===== config.mk =====
export PLATFORM = sky130hd
export DESIGN_NAME = modbus_rtu_frame_receiver_top
export DESIGN_NICKNAME = d
export VERILOG_FILES = /design/src/sv/mrtu_pkg.sv /design/src/sv/modbus_rtu_frame_receiver_top.sv /design/src/sv/mrtu_in_reg.sv /design/src/sv/mrtu_frame.sv /design/src/sv/mrtu_out_reg.sv
export SDC_FILE = /design/constraint.sdc
export NUM_CORES = 1
export LEC_CHECK = 0
export BUFFER_PORTS_ARGS = -buffer_cell sky130_fd_sc_hd__clkbuf_2
export CAP_MARGIN = 0
export CORE_MARGIN = 2
export CORE_UTILIZATION = 40
export CTS_CLUSTER_SIZE = 12
export DETAILED_ROUTE_END_ITERATION = 10
export HOLD_SLACK_MARGIN = 0.05
export PLACE_DENSITY = 0.59
export SYNTH_ARGS = -nofsm -noshare
export SYNTH_HDL_FRONTEND = slang
export SYNTH_SLANG_ARGS = --single-unit

===== constraint.sdc =====
create_clock -name clk -period 7.6 [get_ports clk]
set_input_delay 0 -clock clk [delete_from_list [all_inputs] [get_ports clk]]
set_output_delay 0 -clock clk [all_outputs]
set_load 0.005 [all_outputs]

===== src/sv/mrtu_pkg.sv =====
`timescale 1ns / 1ps

package mrtu_pkg;

  // result status codes
  typedef enum logic [2:0] {
    ST_COLLECT = 3'd0,
    ST_READY   = 3'd1,
    ST_CRCERR  = 3'd2,
    ST_UNSUP   = 3'd3,
    ST_EXIT    = 3'd4
  } status_t;

  typedef struct packed {
    status_t    status;
    logic [8:0] held_count;
    logic [8:0] expected_length;
  } result_t;

  // supported function codes
  localparam logic [7:0] FN_READ_HOLD    = 8'h03;
  localparam logic [7:0] FN_READ_INPUT   = 8'h04;
  localparam logic [7:0] FN_WRITE_SINGLE = 8'h06;
  localparam logic [7:0] FN_WRITE_MULTI  = 8'h10;

  localparam logic [7:0] ASCII_LF = 8'h0A;
  localparam logic [7:0] ASCII_CR = 8'h0D;

  localparam logic [8:0] FIXED_LEN      = 9'd8;
  localparam logic [8:0] MULTI_BASE_LEN = 9'd9;
  localparam logic [8:0] MULTI_CNT_POS  = 9'd6;
  localparam logic [8:0] FN_POS         = 9'd1;
  localparam logic [8:0] MAX_LEN        = 9'd264;

  localparam logic [15:0] CRC_INIT = 16'hFFFF;
  localparam logic [15:0] CRC_POLY = 16'hA001;

  // one byte through the reflected crc-16
  function automatic logic [15:0] crc_byte(input logic [15:0] crc_in, input logic [7:0] b);
    logic [15:0] c;
    c = crc_in ^ {8'h00, b};
    for (int k = 0; k < 8; k++) begin
      if (c[0]) begin
        c = (c >> 1) ^ CRC_POLY;
      end else begin
        c = c >> 1;
      end
    end
    return c;
  endfunction

  function automatic logic is_crlf(input logic [7:0] b);
    return (b == ASCII_CR) || (b == ASCII_LF);
  endfunction

endpackage


===== src/sv/modbus_rtu_frame_receiver_top.sv =====
`timescale 1ns / 1ps

// modbus rtu request deframer
// in channel: one received byte per request (in_rx_byte, in_valid/in_ready)
// out channel: one result per byte: status, bytes held and confirmed frame length
//   status 0 collecting, 1 frame ready, 2 crc error, 3 unsupported function,
//   4 exit (cr/lf function after cr/lf first byte)
// held_count and expected_length read 0 on any request that ends the frame
// an accepted byte waits in the input register until the output register is free
// throughput: one byte per cycle while out_ready stays high; the input register,
//   frame logic and output register form a two stage pipe, with the crc byte
//   update, frame end check and length decode as the only logic between them
// an unread result holds in the output register while the input register still
//   takes one more byte; in_ready drops only once both are full
// reset: synchronous, active low; clears both stages, empties the frame and
//   loads the crc with 0xffff
module modbus_rtu_frame_receiver_top (
  input  logic       clk,
  input  logic       rst_n,
  input  logic       in_valid,
  output logic       in_ready,
  input  logic [7:0] in_rx_byte,
  output logic       out_valid,
  input  logic       out_ready,
  output logic [2:0] out_status,
  output logic [8:0] out_held_count,
  output logic [8:0] out_expected_length
);

  logic              hold_valid;
  logic [7:0]        hold_byte;
  logic              out_free;
  logic              go;
  mrtu_pkg::result_t res;

  // byte moves into the frame logic when the output register can take its result
  assign go = hold_valid && out_free;

  mrtu_in_reg u_in (
    .clk        (clk),
    .rst_n      (rst_n),
    .in_valid   (in_valid),
    .in_ready   (in_ready),
    .in_rx_byte (in_rx_byte),
    .take       (go),
    .hold_valid (hold_valid),
    .hold_byte  (hold_byte)
  );

  // frame state, crc and length decode
  mrtu_frame u_frame (
    .clk     (clk),
    .rst_n   (rst_n),
    .go      (go),
    .rx_byte (hold_byte),
    .res     (res)
  );

  mrtu_out_reg u_out (
    .clk                 (clk),
    .rst_n               (rst_n),
    .load                (go),
    .res                 (res),
    .free                (out_free),
    .out_valid           (out_valid),
    .out_ready           (out_ready),
    .out_status          (out_status),
    .out_held_count      (out_held_count),
    .out_expected_length (out_expected_length)
  );

endmodule


===== src/sv/mrtu_in_reg.sv =====
`timescale 1ns / 1ps

module mrtu_in_reg (
  input  logic       clk,
  input  logic       rst_n,
  input  logic       in_valid,
  output logic       in_ready,
  input  logic [7:0] in_rx_byte,
  input  logic       take,
  output logic       hold_valid,
  output logic [7:0] hold_byte
);

  logic       valid_r;
  logic       valid_nxt;
  logic [7:0] byte_r;
  logic       acc;

  assign in_ready = !valid_r || take;
  assign acc      = in_valid && in_ready;

  always_comb begin
    valid_nxt = valid_r;
    if (acc) begin
      valid_nxt = 1'b1;
    end else if (take) begin
      valid_nxt = 1'b0;
    end
  end

  always_ff @(posedge clk) begin
    if (!rst_n) begin
      valid_r <= 1'b0;
    end else begin
      valid_r <= valid_nxt;
    end
  end

  always_ff @(posedge clk) begin
    if (acc) begin
      byte_r <= in_rx_byte;
    end
  end

  assign hold_valid = valid_r;
  assign hold_byte  = byte_r;

endmodule


===== src/sv/mrtu_frame.sv =====
`timescale 1ns / 1ps

module mrtu_frame (
  input  logic             clk,
  input  logic             rst_n,
  input  logic             go,
  input  logic [7:0]       rx_byte,
  output mrtu_pkg::result_t res
);

  logic [8:0]  idx_r,   idx_nxt;
  logic [8:0]  want_r,  want_nxt;
  logic [15:0] crc_r,   crc_nxt;
  logic [7:0]  first_r, first_nxt;
  logic [7:0]  fn_r,    fn_nxt;
  logic [8:0]  idx_inc;
  mrtu_pkg::status_t status;

  always_comb begin
    idx_inc   = idx_r + 9'd1;
    first_nxt = (idx_r == 9'd0) ? rx_byte : first_r;
    fn_nxt    = (idx_r == mrtu_pkg::FN_POS) ? rx_byte : fn_r;
    crc_nxt   = mrtu_pkg::crc_byte(crc_r, rx_byte);
    idx_nxt   = idx_inc;
    want_nxt  = want_r;
    status    = mrtu_pkg::ST_COLLECT;

    if (want_r != 9'd0) begin
      // length known: end of frame check
      if (idx_inc >= want_r) begin
        status = (crc_nxt == 16'h0000) ? mrtu_pkg::ST_READY : mrtu_pkg::ST_CRCERR;
      end
    end else if (idx_inc >= 9'd2) begin
      unique case (fn_nxt) inside
        mrtu_pkg::FN_READ_HOLD, mrtu_pkg::FN_READ_INPUT, mrtu_pkg::FN_WRITE_SINGLE: begin
          want_nxt = mrtu_pkg::FIXED_LEN;
        end
        mrtu_pkg::FN_WRITE_MULTI: begin
          // byte count sits at offset 6, which is the byte in hand right now
          if (idx_r == mrtu_pkg::MULTI_CNT_POS) begin
            want_nxt = mrtu_pkg::MULTI_BASE_LEN + {1'b0, rx_byte};
          end
        end
        mrtu_pkg::ASCII_CR, mrtu_pkg::ASCII_LF: begin
          status = mrtu_pkg::is_crlf(first_nxt) ? mrtu_pkg::ST_EXIT : mrtu_pkg::ST_UNSUP;
        end
        default: begin
          status = mrtu_pkg::ST_UNSUP;
        end
      endcase
    end

    // any terminal status drops the frame
    if (status != mrtu_pkg::ST_COLLECT) begin
      idx_nxt   = 9'd0;
      want_nxt  = 9'd0;
      crc_nxt   = mrtu_pkg::CRC_INIT;
      first_nxt = 8'h00;
      fn_nxt    = 8'h00;
    end

    res.status          = status;
    res.held_count      = idx_nxt;
    res.expected_length = want_nxt;
  end

  always_ff @(posedge clk) begin
    if (!rst_n) begin
      idx_r   <= 9'd0;
      want_r  <= 9'd0;
      crc_r   <= mrtu_pkg::CRC_INIT;
      first_r <= 8'h00;
      fn_r    <= 8'h00;
    end else if (go) begin
      idx_r   <= idx_nxt;
      want_r  <= want_nxt;
      crc_r   <= crc_nxt;
      first_r <= first_nxt;
      fn_r    <= fn_nxt;
    end
  end

  a_want_after_fn: assert property (@(posedge clk) disable iff (!rst_n)
    (want_r != 9'd0) |-> (idx_r >= 9'd2))
    else $error("length known before function byte");

  a_idx_bound: assert property (@(posedge clk) disable iff (!rst_n)
    idx_r <= mrtu_pkg::MAX_LEN)
    else $error("frame index past longest frame");

  a_want_legal: assert property (@(posedge clk) disable iff (!rst_n)
    (want_r == 9'd0) || (want_r == mrtu_pkg::FIXED_LEN) ||
    ((want_r >= mrtu_pkg::MULTI_BASE_LEN) && (want_r <= mrtu_pkg::MAX_LEN)))
    else $error("illegal frame length");

  a_clear_on_end: assert property (@(posedge clk) disable iff (!rst_n)
    (go && (res.status != mrtu_pkg::ST_COLLECT)) |=>
      ((idx_r == 9'd0) && (crc_r == mrtu_pkg::CRC_INIT)))
    else $error("frame state not cleared after terminal status");

endmodule


===== src/sv/mrtu_out_reg.sv =====
`timescale 1ns / 1ps

module mrtu_out_reg (
  input  logic              clk,
  input  logic              rst_n,
  input  logic              load,
  input  mrtu_pkg::result_t res,
  output logic              free,
  output logic              out_valid,
  input  logic              out_ready,
  output logic [2:0]        out_status,
  output logic [8:0]        out_held_count,
  output logic [8:0]        out_expected_length
);

  logic              valid_r;
  logic              valid_nxt;
  mrtu_pkg::result_t res_r;

  assign free = !valid_r || out_ready;

  always_comb begin
    valid_nxt = valid_r;
    if (load) begin
      valid_nxt = 1'b1;
    end else if (out_ready) begin
      valid_nxt = 1'b0;
    end
  end

  always_ff @(posedge clk) begin
    if (!rst_n) begin
      valid_r <= 1'b0;
    end else begin
      valid_r <= valid_nxt;
    end
  end

  always_ff @(posedge clk) begin
    if (load) begin
      res_r <= res;
    end
  end

  assign out_valid           = valid_r;
  assign out_status          = 3'(res_r.status);
  assign out_held_count      = res_r.held_count;
  assign out_expected_length = res_r.expected_length;

endmodule


==> flow_metrics.env <==
export IMPL_fin_nets=574
export IMPL_cp_required_ps=7700
export IMPL_cp_arrival_ps=3620
export IMPL_reg2reg_depth=12
export IMPL_placed_cell_area_sq_um=5010
export IMPL_dp_hpwl_um=8080
export IMPL_grt_max_degree=57
export IMPL_num_rows=40
export IMPL_coreArea_sq_um=12000
export IMPL_ys_top_cells_by_count="56 x nand2_1, 52 x dfxtp_1, 36 x nor2_1, 29 x edfxtp_1, 26 x nor4_1"
export IMPL_ys_seq_elements=81
export IMPL_avgSynthCellArea_sq_um=9.16
export IMPL_drive_gt1_share_pct=16.5
export IMPL_cp_endpoint="u_out.out_expected_length[5]"
export IMPL_fill_cells=1128
export IMPL_clk_pin_slew_ps=60
export IMPL_place_worst_setup_slack_ps=4090
export IMPL_syn_cell_area_sq_um=4890
export IMPL_holdCritPathClass="in -> reg"
export IMPL_setup_tns_ps=0
export IMPL_cp_slowest_cell="dfxtp_1"
export IMPL_max_cap_violations=0
export IMPL_startpoint="u_frame.idx_r[0]"
export IMPL_critPathKind="reg -> reg"
export IMPL_timing_hold_violations_final=0
export IMPL_drc=0
export IMPL_cts_htree_levels=3
export IMPL_status="completed"
export IMPL_wl_per_cell_um=17.6
export IMPL_design_area_sq_um=5400
export IMPL_leakage_uw=0.00196
export IMPL_grt_pass1_wl_um=19800
export IMPL_vias=4079
export IMPL_clock_sinks=81
export IMPL_fmax_mhz=284
export IMPL_start_util_pct=40.9
export IMPL_rr_startpoint="u_frame.idx_r[0]"
export IMPL_layout_setup_ws_ps=4080
export IMPL_fin_skew_ps=7.49
export IMPL_ioPinCount=35
export IMPL_setup_viol=0
export IMPL_synth_most_common_cell="nand2_1"
export IMPL_antenna_found_initial=0
export IMPL_wl_um=12300
export IMPL_cpMostUsedCell="ha_1"
export IMPL_synth_flop_cell="dfxtp_1"
export IMPL_drt_iter0_markers=346
export IMPL_cts_buffer_depth=2
export IMPL_syn2layout_area_growth_pct=10.5
export IMPL_synthTopCellsByArea="dfxtp_1 21%, edfxtp_1 18%, nand2_1 4.3%"
export IMPL_overflow=0
export IMPL_fin_crit_sh_pct=46.3
export IMPL_max_stage_delay_ps=540
export IMPL_cp_max_fo=43
export IMPL_die_h_um=115
export IMPL_postLayoutCoreUtil_pct=45.2
export IMPL_fin_crit_ps=3520
export IMPL_cts_tree="built"
export IMPL_placed_cells=673
export IMPL_syn_inst=534
export IMPL_final_cells=699
export IMPL_track_usage_pct=19.6
export IMPL_crit_chain="ha_1 > nand3_2 > nor2_1 > xnor2_2 > inv_1 > ha_1 > nand2_1 > a21oi_1 > a21o_1 > buf_4 > a21oi_2 > and2_1"
export IMPL_fp_dieW_um=115
export IMPL_synth_edf_count=29
export IMPL_synth_cell_types=75
export IMPL_ys_async_sr_fraction_pct=0
export IMPL_ant_nets=0
export IMPL_synth_nets=561
export IMPL_synth_top_area_share_pct=21.3
export IMPL_grt_setup_unrepaired="false"
export IMPL_gp_congestion=0.884
export IMPL_die_area_sq_um=13100
export IMPL_worst_pin_slew_ps=1220
export IMPL_routed_via_density=5.84
export IMPL_yosysTopAreaCell="dfxtp_1"
export IMPL_endpoint_kind="flip-flop"
export IMPL_cts_root_buf="clkbuf_16"
export IMPL_peakVddDrop_mv=0.103
export IMPL_grt_pass1_vias=3743
export IMPL_diodes=0
export IMPL_rrSetupSlack_ps=4080
export IMPL_clkLatencyLatePin_ps=350
export IMPL_firstDrtPassIters=5
export IMPL_max_slew_margin_rel_pct=18.5
export IMPL_drv_slew=0
export IMPL_yosysSeqAreaShare_pct=39.1
export IMPL_ys_warn_count=0
export IMPL_cts_setup_buffers=0
export IMPL_crit_path_start_kind="flip-flop"
export IMPL_reg2reg_to="u_out.out_expected_length[5]"
export IMPL_p_per_area_nw_per_um2=209
export IMPL_cts_made_buffers=9
export IMPL_numPortBuffers=34
==> flip-flops by register name, indices dropped and copies added (netlist names) <==
name / count
u_frame.idx_r: 9
u_in.hold_valid: 1
u_out.out_valid: 1
u_out.out_held_count: 9
u_out.out_status: 3
u_frame.crc_r: 16
u_frame.first_r: 8
u_out.out_expected_length: 9
u_in.hold_byte: 8
u_frame.fn_r: 8
u_frame.want_r: 9
==> worst max-delay path, delay by kind of cell (launching register included) <==
family          cells  cell delay [ps]
compound gates      3              530
xor+xnor            1              250
fa+ha+maj           2              730
buf+inv             2              570
flops               1              540
simple gates        4              620
==> per-stage QoR <==
step	hold slack, ps	power, uW
2_1_floorplan	98.9	663
3_3_place_gp	179	700
3_5_place_dp	179	703
4_1_cts	356	1140
5_1_grt	374	1180
6_report	368	1130
==> routing by layer <==
layer	global-route usage [%]	vias to the layer above	share of wire, %
li1	-	1974	-
met5	0	-	0
met4	8.86	0	2.2
met3	3.86	17	5.7
met2	30.0	146	46
met1	26.7	1942	46
==> report_power, final <==
| part | switching [uW] | internal, uW | total, uW |
|---|---|---|---|
| clock | 168 | 262 | 431 |
| sequential | 24.0 | 474 | 498 |
| combinational | 127 | 75.0 | 202 |
==> timing repair <==
| action | CTS | global route |
|---|---|---|
| resized for setup | 0 | 0 |
| hold buffers | 10 | 0 |
| setup endpoints to repair | 0 | 0 |
| hold endpoints to repair | 10 | 0 |
==> worst min-delay path by stage <==
stage	startpoint	end	slack, ps	cells past startpoint
3_5_place_dp	in_rx_byte[7]	u_in.hold_byte[7]	180	1
5_1_grt	in_rx_byte[2]	u_in.hold_byte[2]	370	2
6_report	in_rx_byte[7]	u_in.hold_byte[7]	370	2
4_1_cts	in_rx_byte[4]	u_in.hold_byte[4]	360	2
3_3_place_gp	in_rx_byte[6]	u_in.hold_byte[6]	180	1
2_1_floorplan	in_rx_byte[0]	u_in.hold_byte[0]	100	0
==> area by class of cell <==
class | count | area, sq um | area share (%)
well taps | 147 | 184 | 3.40
clock inverters | 3 | 40.0 | 0.741
multi-input cells | 385 | 2640 | 48.8
inverters | 22 | 82.6 | 1.53
repair buffers | 48 | 300 | 5.56
clock buffers | 13 | 250 | 4.63
flip-flops and latches | 81 | 1910 | 35.4
==> kinds of logic (layout without fill, tap and decap cells) <==
group,Yosys count,in the layout,synth area share (%)
simple gates,218,218,24.6
compound gates,118,118,19.1
flops,81,81,39.1
buf+inv,68,86,7.14
xor+xnor,34,34,6.24
fa+ha+maj,15,15,3.84
==> layout by cell type, fill, tap and decap left out, drive strengths merged, types with 18 or more instances in the layout <==
cell	netlist	routed
clkbuf	20	47
o21ai	25	25
a21oi	18	18
inv	22	22
nor4	27	27
nand2	57	57
nor2	36	36
edfxtp	29	29
dfxtp	52	52
nand3	18	18
nor3	21	21
xnor2	18	18
Power figures use the tool's default switching activity.
